$ cat config.mk
export PLATFORM = sky130hd
export DESIGN_NAME = unicode_to_code_point_decoder
export DESIGN_NICKNAME = d
export VERILOG_FILES = /design/src/rtl/u2cp_pkg.sv /design/src/rtl/u2cp_core.sv /design/src/rtl/unicode_to_code_point_decoder.sv
export SDC_FILE = /design/constraint.sdc
export NUM_CORES = 1
export LEC_CHECK = 0
export BUFFER_PORTS_ARGS = -buffer_cell sky130_fd_sc_hd__buf_2
export CORE_MARGIN = 2
export CORE_UTILIZATION = 50
export CTS_CLUSTER_DIAMETER = 100
export DETAILED_ROUTE_END_ITERATION = 10
export PLACE_DENSITY = 0.78
export SYNTH_ARGS = -nofsm -noshare
export SYNTH_HDL_FRONTEND = slang
export SYNTH_SLANG_ARGS = --single-unit
$ cat constraint.sdc
create_clock -name clk -period 5.3 [get_ports clk]
set_clock_uncertainty 0.1 [all_clocks]
set_input_delay 0.53 -clock clk [delete_from_list [all_inputs] [get_ports clk]]
set_output_delay 0.53 -clock clk [all_outputs]
set_load 0.01 [all_outputs]
$ cat src/rtl/u2cp_pkg.sv
package u2cp_pkg;

	// Values of the text_encoding register. Codes above ENC_UTF32_BIG decode as UTF-8.
	localparam logic [2:0] ENC_UTF8         = 3'd0;
	localparam logic [2:0] ENC_UTF16_LITTLE = 3'd1;
	localparam logic [2:0] ENC_UTF16_BIG    = 3'd2;
	localparam logic [2:0] ENC_UTF32_LITTLE = 3'd3;
	localparam logic [2:0] ENC_UTF32_BIG    = 3'd4;

	localparam logic [15:0] BOM_POINT      = 16'hFEFF;
	localparam logic [20:0] SUPPLEMENT_BASE = 21'h10000;

	typedef struct packed {
		logic [7:0] data_byte;
		logic       start_of_text;
	} byte_item_t;

	typedef struct packed {
		logic [31:0] code_point;
		logic        end_of_text;
	} point_item_t;

	// One step of the decoder: whether the byte completed a result, and the result.
	typedef struct packed {
		logic        valid;
		point_item_t item;
	} step_res_t;

endpackage

$ cat src/rtl/u2cp_core.sv
module u2cp_core
	import u2cp_pkg::*;
(
	input  logic        clk,
	input  logic        arst_n,
	input  logic        step_en,
	input  byte_item_t  step_item,
	input  logic [2:0]  encoding,
	output step_res_t   res
);

	logic [1:0]  byte_count_q;
	logic [31:0] unit_value_q;
	logic [1:0]  bytes_needed_q;
	logic [20:0] partial_q;
	logic [9:0]  high_sur_q;
	logic        sur_pending_q;
	logic        first_pending_q;
	logic        ended_q;

	logic [1:0]  byte_count_d;
	logic [31:0] unit_value_d;
	logic [1:0]  bytes_needed_d;
	logic [20:0] partial_d;
	logic [9:0]  high_sur_d;
	logic        sur_pending_d;
	logic        first_pending_d;
	logic        ended_d;

	always_comb begin
		logic [1:0]  bc;
		logic [31:0] uv;
		logic [1:0]  bn;
		logic [20:0] pp;
		logic [9:0]  hs;
		logic        sp;
		logic        fp;
		logic        te;
		logic [2:0]  width;
		logic        big;
		logic [31:0] unit;
		logic [7:0]  c;
		logic [15:0] u;
		logic [31:0] pt;
		logic        have;
		logic [4:0]  sh;
		logic [20:0] cont;

		bc = byte_count_q;
		uv = unit_value_q;
		bn = bytes_needed_q;
		pp = partial_q;
		hs = high_sur_q;
		sp = sur_pending_q;
		fp = first_pending_q;
		te = ended_q;
		if (step_item.start_of_text) begin
			bc = '0;
			uv = '0;
			bn = '0;
			pp = '0;
			hs = '0;
			sp = 1'b0;
			fp = 1'b1;
			te = 1'b0;
		end

		res = '0;
		pt = '0;
		have = 1'b0;
		unit = '0;
		c = '0;
		u = '0;
		sh = '0;
		cont = '0;

		case (encoding)
			ENC_UTF16_LITTLE, ENC_UTF16_BIG: width = 3'd2;
			ENC_UTF32_LITTLE, ENC_UTF32_BIG: width = 3'd4;
			default: width = 3'd1;
		endcase
		big = (encoding == ENC_UTF16_BIG) || (encoding == ENC_UTF32_BIG);

		if (!te) begin
			if (big) begin
				uv = {uv[23:0], step_item.data_byte};
			end else begin
				uv = uv | (32'(step_item.data_byte) << {bc, 3'b000});
			end

			if ({1'b0, bc} + 3'd1 < width) begin
				bc = bc + 2'd1;
			end else begin
				unit = uv;
				uv = '0;
				bc = '0;
				if (unit == '0) begin
					// A zero code unit terminates the text and drops partial state.
					bn = '0;
					pp = '0;
					sp = 1'b0;
					hs = '0;
					te = 1'b1;
					res.valid = 1'b1;
					res.item.end_of_text = 1'b1;
				end else begin
					if (width == 3'd2) begin
						u = unit[15:0];
						if (sp) begin
							pt = {11'b0, {1'b0, hs, u[9:0]} + SUPPLEMENT_BASE};
							sp = 1'b0;
							hs = '0;
							have = 1'b1;
						end else if (u[15:11] == 5'b11011) begin
							hs = u[9:0];
							sp = 1'b1;
						end else begin
							pt = {16'b0, u};
							have = 1'b1;
						end
					end else if (width == 3'd4) begin
						pt = unit;
						have = 1'b1;
					end else begin
						c = unit[7:0];
						if (bn != 2'd0) begin
							case (bn)
								2'd2: sh = 5'd6;
								2'd3: sh = 5'd12;
								default: sh = 5'd0;
							endcase
							cont = 21'(c ^ 8'h80) << sh;
							pp = pp | cont;
							bn = bn - 2'd1;
							if (bn == 2'd0) begin
								pt = {11'b0, pp};
								pp = '0;
								have = 1'b1;
							end
						end else if (c[7] == 1'b0) begin
							pt = {24'b0, c};
							have = 1'b1;
						end else if (c[7:5] == 3'b110) begin
							pp = 21'(c ^ 8'hC0) << 6;
							bn = 2'd1;
						end else if (c[7:4] == 4'b1110) begin
							pp = 21'(c ^ 8'hE0) << 12;
							bn = 2'd2;
						end else if (c[7:3] == 5'b11110) begin
							pp = 21'(c ^ 8'hF0) << 18;
							bn = 2'd3;
						end else begin
							// Stray continuation or invalid lead byte.
							pt = '0;
							have = 1'b1;
						end
					end

					if (have) begin
						res.valid = 1'b1;
						res.item.code_point = pt;
						if (fp) begin
							fp = 1'b0;
							if (pt == {16'b0, BOM_POINT}) begin
								res.valid = 1'b0;
							end
						end
					end
				end
			end
		end

		if (!step_en) begin
			res.valid = 1'b0;
		end

		byte_count_d = bc;
		unit_value_d = uv;
		bytes_needed_d = bn;
		partial_d = pp;
		high_sur_d = hs;
		sur_pending_d = sp;
		first_pending_d = fp;
		ended_d = te;
	end

	always_ff @(posedge clk or negedge arst_n) begin
		if (!arst_n) begin
			byte_count_q <= '0;
			unit_value_q <= '0;
			bytes_needed_q <= '0;
			partial_q <= '0;
			high_sur_q <= '0;
			sur_pending_q <= 1'b0;
			first_pending_q <= 1'b1;
			ended_q <= 1'b0;
		end else if (step_en) begin
			byte_count_q <= byte_count_d;
			unit_value_q <= unit_value_d;
			bytes_needed_q <= bytes_needed_d;
			partial_q <= partial_d;
			high_sur_q <= high_sur_d;
			sur_pending_q <= sur_pending_d;
			first_pending_q <= first_pending_d;
			ended_q <= ended_d;
		end
	end

endmodule

$ cat src/rtl/unicode_to_code_point_decoder.sv
// Text decoder: raw bytes of a UTF-8, UTF-16 or UTF-32 text in, code points out.
// Byte channel (byte_valid, byte_ready, byte_item) takes one byte per item;
// start_of_text on an item clears all decoder state before that byte is used.
// Point channel (point_valid, point_ready, point_item) delivers at most one
// code point per byte; a zero code unit yields point 0 with end_of_text set,
// after which bytes are taken and dropped until the next start_of_text.
// Configuration channel (cfg_valid, cfg_ready, cfg_data) writes the 3-bit
// encoding; it is always ready and must only be written while the block is idle.
// Path: the last byte of a code point waits in the input register, is decoded
// combinationally and is registered in the output register, which offers it.
// Throughput: one byte per cycle while the receiver does not stall, set by the
// single decode step between the input register and the output register;
// the decoder state updates once per byte.
// When the receiver stalls, the output register holds its item and the input
// register holds the next byte; byte_ready drops only when both are full.
// Reset clears the encoding to UTF-8 and the decoder to the start of a text.
module unicode_to_code_point_decoder
	import u2cp_pkg::*;
(
	input  logic        clk,
	input  logic        arst_n,
	input  logic        byte_valid,
	output logic        byte_ready,
	input  byte_item_t  byte_item,
	output logic        point_valid,
	input  logic        point_ready,
	output point_item_t point_item,
	input  logic        cfg_valid,
	output logic        cfg_ready,
	input  logic [2:0]  cfg_data
);

	logic [2:0]  encoding_q;
	logic        valid_s1;
	byte_item_t  item_s1;
	logic        valid_s2;
	point_item_t item_s2;
	logic        advance;
	step_res_t   res;

	assign cfg_ready = 1'b1;

	always_ff @(posedge clk or negedge arst_n) begin
		if (!arst_n) begin
			encoding_q <= ENC_UTF8;
		end else if (cfg_valid && cfg_ready) begin
			encoding_q <= cfg_data;
		end
	end

	assign advance    = valid_s1 && (!valid_s2 || point_ready);
	assign byte_ready = !valid_s1 || !valid_s2 || point_ready;

	always_ff @(posedge clk or negedge arst_n) begin
		if (!arst_n) begin
			valid_s1 <= 1'b0;
		end else if (byte_ready) begin
			valid_s1 <= byte_valid;
		end
	end

	always_ff @(posedge clk) begin
		if (byte_valid && byte_ready) begin
			item_s1 <= byte_item;
		end
	end

	u2cp_core u_core (
		.clk       (clk),
		.arst_n    (arst_n),
		.step_en   (advance),
		.step_item (item_s1),
		.encoding  (encoding_q),
		.res       (res)
	);

	always_ff @(posedge clk or negedge arst_n) begin
		if (!arst_n) begin
			valid_s2 <= 1'b0;
		end else if (!valid_s2 || point_ready) begin
			valid_s2 <= res.valid;
		end
	end

	always_ff @(posedge clk) begin
		if (res.valid) begin
			item_s2 <= res.item;
		end
	end

	assign point_valid = valid_s2;
	assign point_item  = item_s2;

endmodule

==> results.md, run 1 <==
* Crit path depth at 8
* Synth top area cells: dfrtp_1, edfxtp_1, a21oi_1, nand2_1, o21ai_0
* Main synth FF type: dfrtp_1
* Async S/R FF share, synth at 0.6410
* Maxcap violations at 0
* Vias in the first global route at 6783
* Worst Path Required at 5.23 ns
* Top-Level Pins at 53
* LEAKAGE at 3.240 nW
* Row count at 44
* # setup viols final at 0
* Number of CTS-inserted buffers at 17
* Drt pass-1 iters at 7
* Final TNS setup at 0 ns
* Area grow syn2layout at 12.28%
* Layout net count at 886
* Area share of the largest cell type after synthesis at 0.2508
* Post-CTS setup repair buffer count at 0
* Detail Route Antenna Nets at 0
* Netlist cell types at 86
* EDFF count, synth at 42
* Routed vias at 7303
* Final setup margin at 0.9519 ns
* CP max stage delay at 1.04 ns
* Final Wtd Congestion at 1.054
* CTS clk-pin slew, worst paths at 0.05 ns
* Filler cell count at 1318
* Pre-CTS WS at 1.070 ns
* Critical path peak fanout at 34
* # hold bufs at CTS at 0
* Register area at 3139 um2
* Core area at 14480 um2
* CTS tree: done
* Root buffer cell: clkbuf_16
* Area leader, netlist: dfrtp_1
* Status: finished clean
* Worst-skew pair later-pin latency at 0.42 ns
* Fin. Hold Viols at 0
* Setup CP Type: flop to flop
* Vias per cell at 6.877
* Critical path launch point type: flop
* Crit path DAT at 4.28 ns
* Min cycle time layout at 4.348 ns
* Ant diodes at 0
* Drt drc at 0
* Critical Path, Cell by Cell: xnor2_1 -> nor2_1 -> inv_1 -> ha_1 -> a21o_1 -> a21o_1 -> nand3_1 -> o21ai_4
* CP delay by family, top: compound AO/OA/AOI/OAI gates
* Slew Viols, Final at 0
* Register area share after synthesis at 0.4251
* WL final at 25210 um
* Cells resized by post-CTS repair at 0
* HPWL Detailed at 17170 um
* Final design utilization at 0.5727
* Clock sinks at 117
* R2R depth at 8
* Mapped Area at 7385 um2
* CTS max path bufs at 2
* Initial Util at 0.5100
* Slowest CP cell: o21ai_4
* IO Port Bufs at 51
* Count leader, synth: nand2_1
* Max transition margin at 0.1349
* Maximum VDD drop at 0.0002673 V
* Congestion Overflow GR at 0
* Yosys warning total at 0
* Syn nets at 863
* Die Area at 15760 um2
* CP endpoint kind: flop
* Area occupied by multi-input gates at 3869 um2
* Synth top cells by count: nand2_1, nor2_1, a21oi_1
* Unrepaired setup endpoints after global routing: false
* Worst path most repeated cell: a21o_1
* Final instance area at 8292 um2
* Layout cells sized above 1 at 0.1412
* Worst hold path class: input port to asynchronous set/reset pin
* Post-Syn Area per Cell at 8.770 um2
* Die height at 125.5 um
* Worst-margin pin slew at 1.293 ns
* Die X at 125.5 um
* Yosys reg bits at 117
* Htree depth at 4
* First-pass GRT wire length at 39080 um
* Initial DRC Count at 1261
* Antenna violations before repair at 0
* Largest net degree at the start of global routing at 76
* Cells after synthesis at 842
* Total track usage at 0.3213
* Fin crit share at 0.8204
* F_max at 230.0 MHz
* Placed Area at 7722 um2
* Buf/Inv on CP at 1
* WL per Instance at 23.74 um
* Pwr Density at 529.2 nW/um2
-- cell usage in the layout, fill, tap and decap left out, types with 7 or more instances in the layout --
cell type,instances
a211oi_1,16
a21oi_1,76
a22o_1,24
a22oi_1,11
a31oi_1,14
and2_1,15
buf_2,50
buf_4,19
clkbuf_16,17
dfrtp_1,74
edfxtp_1,42
inv_1,18
nand2_1,99
nand2b_1,7
nand3_1,14
nor2_1,77
nor2b_1,16
nor3_1,21
nor4_1,9
o211ai_1,12
o21ai_0,59
o22ai_1,8
o31ai_1,30
-- layer usage --
metal | GRT usage | vias to the layer above | share of wire
li1 | - | 3223 | -
met1 | 0.4400 | 3393 | 0.39
met2 | 0.4700 | 575 | 0.43
met3 | 0.08558 | 112 | 0.12
met4 | 0.1634 | 0 | 0.053
met5 | 0 | - | 0
-- state kept, by name, indices dropped and copies added, names as in the netlist --
name / count
item_s1: 9
encoding_q: 3
u_core.first_pending_q: 1
valid_s1: 1
point_item: 33
u_core.unit_value_q: 32
u_core.sur_pending_q: 1
u_core.ended_q: 1
u_core.high_sur_q: 10
u_core.bytes_needed_q: 2
u_core.byte_count_q: 2
point_valid: 1
u_core.partial_q: 21
-- kinds of logic (layout without fill, tap and decap cells) --
logic type / Yosys count / in the layout / synth area share
compound gates: 320 / 320 / 0.2916
fa+ha+maj: 4 / 4 / 0.006778
simple gates: 301 / 301 / 0.1993
mux: 9 / 9 / 0.01288
xor+xnor: 5 / 5 / 0.01101
other cells: 1 / 1 / 0.0005078
buf+inv: 85 / 121 / 0.05286
flops: 117 / 117 / 0.4251
-- per-stage QoR --
stage          std cells  hold WS [ns]  power [mW]
6_report            1062        0.1720       4.388
5_1_grt             1062        0.1724       4.586
4_1_cts             1062        0.1691       4.316
3_5_place_dp        1030        0.3710       3.190
3_3_place_gp        1030        0.3619       3.163
2_1_floorplan        842        0.1344       2.593
-- cell type report --
| type | count | share of cell area |
|---|---|---|
| repair buffers | 70 | 0.04980 |
| clock buffers | 22 | 0.05598 |
| inverters | 19 | 0.008601 |
| well taps | 184 | 0.02777 |
| multi-input cells | 640 | 0.4666 |
| clock inverters | 10 | 0.01268 |
| flip-flops and latches | 117 | 0.3786 |
-- final timing paths --
kind | start | endpoint | slack [ns]
worst min register to register | u_core.unit_value_q[24]$_DFFE_PN0P_ | u_core.unit_value_q[24]$_DFFE_PN0P_ | 0.39
max in group asynchronous | arst_n | u_core.high_sur_q[2]$_DFFE_PN0P_ | 4.25
min in group clk | byte_item[2] | item_s1[2]$_DFFE_PP_ | 0.18
worst min-delay path | arst_n | u_core.partial_q[8]$_DFFE_PN0P_ | 0.17
worst max register to register | encoding_q[1]$_DFFE_PN0P_ | point_item[0]$_SDFFCE_PP0P_ | 0.95
worst max-delay path | encoding_q[1]$_DFFE_PN0P_ | point_item[0]$_SDFFCE_PP0P_ | 0.95
-- where the power goes --
part	leakage (nW)	switching (mW)	total, mW	internal, mW
clock	0.279	0.409	1.12	0.710
sequential	1.41	0.279	1.48	1.21
combinational	1.55	1.19	1.78	0.594
total	3.24	1.88	4.39	2.51
Note: power is estimated with default switching activity, not from simulation.
==> run 2, diff against run 1 <==
- PLACE_DENSITY: 0.78 -> 0.75
- clock period: 5.3 -> 4.3 ns (I/O delays scaled with it)
==> run 2 against run 1 <==
Wire length grew 5.1%; sequential power grew 26%; non-clock buffer count grew 22; utilization grew 1.4 points; worst hold slack lost 0.089 ns; clock power grew 29%; sequential share of layout area shrank 0.89 points; register-to-register slack lost 0.69 ns; die area is the same.
==> results.md, run 2 (synthesized netlist as in run 1, its figures left out) <==
* Number of CTS-inserted buffers at 17 (unchanged)
* CTS tree: done
* Pre-CTS WS at 0.2679 ns (-0.8022 ns)
* Pwr Density at 656.6 nW/um2 (+24%)
* HPWL Detailed at 18760 um (+9.2%)
* CP delay by family, top: simple AND/OR/NAND/NOR gates
* Unrepaired setup endpoints after global routing: false
* Worst hold path class: input port to asynchronous set/reset pin
* WL final at 26500 um (+5.1%)
* Cells resized by post-CTS repair at 0 (unchanged)
* Final design utilization at 0.5867 (+0.01400)
* Largest net degree at the start of global routing at 76 (unchanged)
* First-pass GRT wire length at 41170 um (+5.3%)
* Drt pass-1 iters at 7 (unchanged)
* Vias per cell at 6.760 (-1.7%)
* Antenna violations before repair at 1 (+1)
* Root buffer cell: clkbuf_16
* CP endpoint kind: flop
* Commonest non-fill, non-tap cell in the layout: nand2_1
* Status: finished clean
* CTS max path bufs at 2 (unchanged)
* M1 GR Usage at 0.4633 (+0.02338)
* Critical path launch point type: flop
* Layout cells sized above 1 at 0.1667 (+0.02544)
* Cell internal pwr at 3.184 mW (+27%)
* Buf/Inv on CP at 2 (+1)
* Drt drc at 0 (unchanged)
* Crit path DAT at 4.24 ns (-0.04 ns)
* LEAKAGE at 3.357 nW (+3.6%)
* Fin. Hold Viols at 0 (unchanged)
* Initial DRC Count at 1114 (-12%)
* Combinational power share at 0.406 (about the same)
* Layout net count at 908 (+2.5%)
* # setup viols final at 0 (unchanged)
* Slew Viols, Final at 0 (unchanged)
* F_max at 247.5 MHz (+7.6%)
* CTS clk-pin slew, worst paths at 0.06 ns (about the same)
* # hold bufs at CTS at 0 (unchanged)
* Clock sinks at 117 (unchanged)
* Hold slack at 0.08344 ns (-0.08860 ns)
* Slowest CP cell: dfrtp_1
* Final Wtd Congestion at 1.045 (-0.83%)
* CP max stage delay at 0.57 ns (-0.47 ns)
* Final instance area at 8494 um2 (+2.4%)
* Die X at 125.5 um (unchanged)
* Net Switching at 2.394 mW (+27%)
* Maximum VDD drop at 0.0003847 V (+44%)
* Sequential share of power at 0.333 (-0.005)
* Busiest grt layer: met2
* Initial Util at 0.5100 (unchanged)
* DP Cell Count at 1052 (+2.1%)
* WL per Instance at 24.45 um (+3.0%)
* Critical path peak fanout at 34 (unchanged)
* Vias in the first global route at 6990 (+3.1%)
* Most frequent cells in the layout: nand2_1, nor2_1, a21oi_1
* Die height at 125.5 um (unchanged)
* Final setup margin at 0.2592 ns (-0.6927 ns)
* Final TNS setup at 0 ns (unchanged)
* Row count at 44 (unchanged)
* Maxcap violations at 0 (unchanged)
* Ant diodes at 0 (unchanged)
* Placed Area at 7888 um2 (+2.1%)
* Overall power at 5.578 mW (+27%)
* Post-CTS setup repair buffer count at 0 (unchanged)
* Worst Path Required at 4.50 ns (-0.73 ns)
* Max transition margin at 0.2058 (+0.07083)
* Die Area at 15760 um2 (unchanged)
* Congestion Overflow GR at 0 (unchanged)
* Clk pwr share at 0.260 (+0.005)
* Top-Level Pins at 53 (unchanged)
* GR Util met2 at 0.5008 (+0.03084)
* Total track usage at 0.3409 (+0.01957)
* Critical Path, Cell by Cell: buf_4 -> or3b_1 -> nand2_2 -> inv_2 -> nor2_1 -> a221oi_1 -> a21o_1 -> or4_1 -> o31ai_1 -> o21ai_4 -> or2_1
* Routed vias at 7328 (+0.34%)
* Detail Route Antenna Nets at 0 (unchanged)
* GR Util met3 at 0.09799 (+0.01241)
* Largest register FFs at 33 (unchanged)
* Htree depth at 4 (unchanged)
* Finished Layout Cells at 1084 (+2.1%)
* Worst-skew pair later-pin latency at 0.42 ns (about the same)
* Worst-margin pin slew at 1.187 ns (-0.1059 ns)
* IO Port Bufs at 51 (unchanged)
* Min cycle time layout at 4.041 ns (-0.3073 ns)
* Setup CP Type: flop to flop
* Fin crit share at 0.9397 (+0.1193)
* Core area at 14480 um2 (unchanged)
* Sw frac at 0.4292 (+0.0009815)
* Area grow syn2layout at 15.03%
[run 2: final timing paths]
path / cells past startpoint / from / slack, ns / endpoint
min in group clk: 1 / byte_item[3] / 0.09 / item_s1[3]$_DFFE_PP_
worst max-delay path: 11 / encoding_q[2]$_DFFE_PN0P_ / 0.26 / point_valid$_DFFE_PN0N_
max in group asynchronous: 1 / arst_n / 3.32 / encoding_q[1]$_DFFE_PN0P_
worst max register to register: 11 / encoding_q[2]$_DFFE_PN0P_ / 0.26 / point_valid$_DFFE_PN0N_
worst min-delay path: 1 / arst_n / 0.08 / u_core.partial_q[9]$_DFFE_PN0P_
worst min register to register: 2 / u_core.unit_value_q[27]$_DFFE_PN0P_ / 0.38 / u_core.unit_value_q[27]$_DFFE_PN0P_
[run 2: layout make-up]
| cell class | count | area (um2) |
|---|---|---|
| multi-input combinational | 640 | 3869 |
| inverter | 19 | 71.32 |
| clock inverter | 15 | 180.2 |
| sequential | 117 | 3141 |
| fill | 1290 | 5984 |
| clock buffer | 17 | 425.4 |
| tap | 184 | 230.2 |
| timing repair buffer | 92 | 578.1 |
[run 2: power by group through the flow]
stage | Combinational (mW) | Sequential [mW] | Clock, mW
2_1_floorplan | 1.47 | 1.72 | 0
3_3_place_gp | 2.19 | 1.85 | 0
3_5_place_dp | 2.19 | 1.85 | 0
4_1_cts | 2.21 | 1.84 | 1.47
5_1_grt | 2.45 | 1.88 | 1.52
6_report | 2.27 | 1.86 | 1.45
[run 2: layer usage]
layer,up-vias,share of wire
li1,3253,-
met1,3480,0.41
met2,499,0.44
met3,94,0.11
met4,2,0.042
met5,-,0.00068
==> run 3, diff against run 2 <==
- PLACE_DENSITY: 0.75 -> 0.73
==> run 3 against run 2 <==
Largest power group unchanged; sequential share of layout area shrank 0.15 points; worst setup slack gained 0.0041 ns; clock-buffer cell count grew 2; sequential power is essentially flat; utilization grew 0.22 points; non-clock buffer count grew 6; design area grew 0.37%; maximum frequency grew 0.10%; highest routed layer is now met4; final cell count grew 0.55%; clock power is essentially flat; register-to-register slack is essentially flat.
==> results.md, run 3 (synthesized netlist as in run 1, its figures left out) <==
* Status: finished clean
* Critical path peak fanout at 34 (unchanged)
* Final TNS setup at 0 ns (unchanged)
* Most frequent cells in the layout: nand2_1, nor2_1, a21oi_1
* Fin. Hold Viols at 0 (unchanged)
* Routed vias at 7449 (+1.7%)
* Total track usage at 0.3554 (+0.01450)
* Final setup margin at 0.2633 ns (+0.004121 ns)
* Worst-margin pin slew at 1.171 ns (-0.01550 ns)
* Unrepaired setup endpoints after global routing: false
* Detail Route Antenna Nets at 0 (unchanged)
* Worst hold path class: input port to flop
* CTS max path bufs at 2 (unchanged)
* Max transition margin at 0.2161 (+0.01037)
* F_max at 247.7 MHz (+0.10%)
* Initial Util at 0.5100 (unchanged)
* Layout net count at 914 (+0.66%)
* WL final at 27930 um (+5.4%)
* WL met3 at 3090 um (+5.4%)
* Die Area at 15760 um2 (unchanged)
* Final Wtd Congestion at 0.9804 (-6.2%)
* Largest register FFs at 33 (unchanged)
* Fin crit share at 0.9388 (-0.0009584)
* Maximum VDD drop at 0.0003918 V (+1.8%)
* Pre-CTS WS at 0.2969 ns (+0.02894 ns)
* R2R depth at 10 (-1)
* Htree depth at 4 (unchanged)
* Register area at 3139 um2 (about the same)
* Hold slack at 0.07818 ns (-0.005256 ns)
* Antenna violations before repair at 0 (-1)
* Die height at 125.5 um (unchanged)
* Ant diodes at 0 (unchanged)
* # hold bufs at CTS at 1 (+1)
* CP endpoint kind: flop
* Top layer in use: met4
* DP Cell Count at 1057 (+0.48%)
* Commonest non-fill, non-tap cell in the layout: nand2_1
* Pwr Density at 660.8 nW/um2 (+0.64%)
* LEAKAGE at 3.387 nW (+0.89%)
* Vias in the first global route at 6910 (-1.1%)
* CTS tree: done
* Finished Layout Cells at 1090 (+0.55%)
* Slew Viols, Final at 0 (unchanged)
* Metal2 WL at 12050 um (+3.5%)
* Congestion Overflow GR at 0 (unchanged)
* Clock sinks at 117 (unchanged)
* Filler cell count at 1295 (+0.39%)
* Cells resized by post-CTS repair at 0 (unchanged)
* Min cycle time layout at 4.037 ns (-0.004121 ns)
* Critical path launch point type: flop
* Die X at 125.5 um (unchanged)
* Overall power at 5.634 mW (+1.0%)
* Post-CTS setup repair buffer count at 0 (unchanged)
* Layout cells sized above 1 at 0.1678 (+0.001104)
* Root buffer cell: clkbuf_16
* Worst-skew pair later-pin latency at 0.43 ns (about the same)
* # setup viols final at 0 (unchanged)
* Initial DRC Count at 1114 (unchanged)
* Area occupied by multi-input gates at 3869 um2 (unchanged)
* Vias per cell at 6.834 (+1.1%)
* Row count at 44 (unchanged)
* Setup CP Type: flop to flop
* Top-Level Pins at 53 (unchanged)
* Metal-1 WL at 11800 um (+9.4%)
* Crit path DAT at 4.24 ns (about the same)
* Worst Path Required at 4.50 ns (about the same)
* CTS clk-pin slew, worst paths at 0.06 ns (about the same)
* Area grow syn2layout at 15.45%
* Worst Hold Depth at 1
* Maxcap violations at 0 (unchanged)
* Core area at 14480 um2 (unchanged)
* Number of CTS-inserted buffers at 17 (unchanged)
* Largest net degree at the start of global routing at 65 (-14%)
* HPWL Detailed at 20090 um (+7.1%)
* Drt pass-1 iters at 6 (-1)
* First-pass GRT wire length at 42420 um (+3.1%)
* Drt drc at 0 (unchanged)
* WL per Instance at 25.62 um (+4.8%)
* IO Port Bufs at 51 (unchanged)
==> run 3: changes by cell type in the layout (fill, tap and decap cells not counted), sizes merged <==
cell         before  now
inv              22   20
clkbuf           17   19
clkinvlp          3    1
clkinv            6    8
dlygate4sd3       0    1
buf              92   97
==> run 3: through the flow <==
stage | utilization | area (um2)
finish | 0.5888 | 8526
global route | 0.5888 | 8526
CTS | 0.5888 | 8526
detailed placement | 0.5474 | 7925
global placement | 0.5474 | 7925
floorplan | - | 7396
==> run 3: final timing paths <==
path,from,end,slack (ns)
min in group asynchronous,arst_n,u_core.unit_value_q[28]$_DFFE_PN0P_,0.43
hold reg to reg,u_core.unit_value_q[24]$_DFFE_PN0P_,u_core.unit_value_q[24]$_DFFE_PN0P_,0.38
hold / removal,byte_item[6],item_s1[6]$_DFFE_PP_,0.08
setup / recovery,encoding_q[2]$_DFFE_PN0P_,point_valid$_DFFE_PN0N_,0.26
setup reg to reg,encoding_q[2]$_DFFE_PN0P_,point_valid$_DFFE_PN0N_,0.26
max in group asynchronous,arst_n,u_core.first_pending_q$_DFFE_PN1P_,2.73
==> run 3: cell type report <==
cell class	count	area share
Multi-Input combinational cell	640	0.4538
Sequential cell	117	0.3682
Timing Repair Buffer	98	0.07338
Clock buffer	19	0.05078
Tap cell	184	0.02700
Clock inverter	13	0.01849
Inverter	19	0.008365
==> run 3: power by group <==
| part | internal (mW) | switching (mW) |
|---|---|---|
| clock network | 0.908 | 0.525 |
| registers | 1.48 | 0.377 |
| logic | 0.804 | 1.54 |
| total | 3.20 | 2.44 |
==> run 3: per-layer routing <==
layer	vias to the layer above	global-route usage
met5	-	0
met4	0	0.1477
met3	90	0.08216
met2	518	0.5094
met1	3561	0.5176
li1	3280	-
==> run 3: worst max-delay path, stage by stage (launching register included) <==
cell,delay (ns)
dfrtp_1,0.44
buf_4,0.23
or3_1,0.42
a21boi_2,0.65
nand2_1,0.19
a222oi_1,0.41
and4bb_1,0.24
nand4_1,0.09
o31ai_1,0.40
o21ai_4,0.39
or2_1,0.34
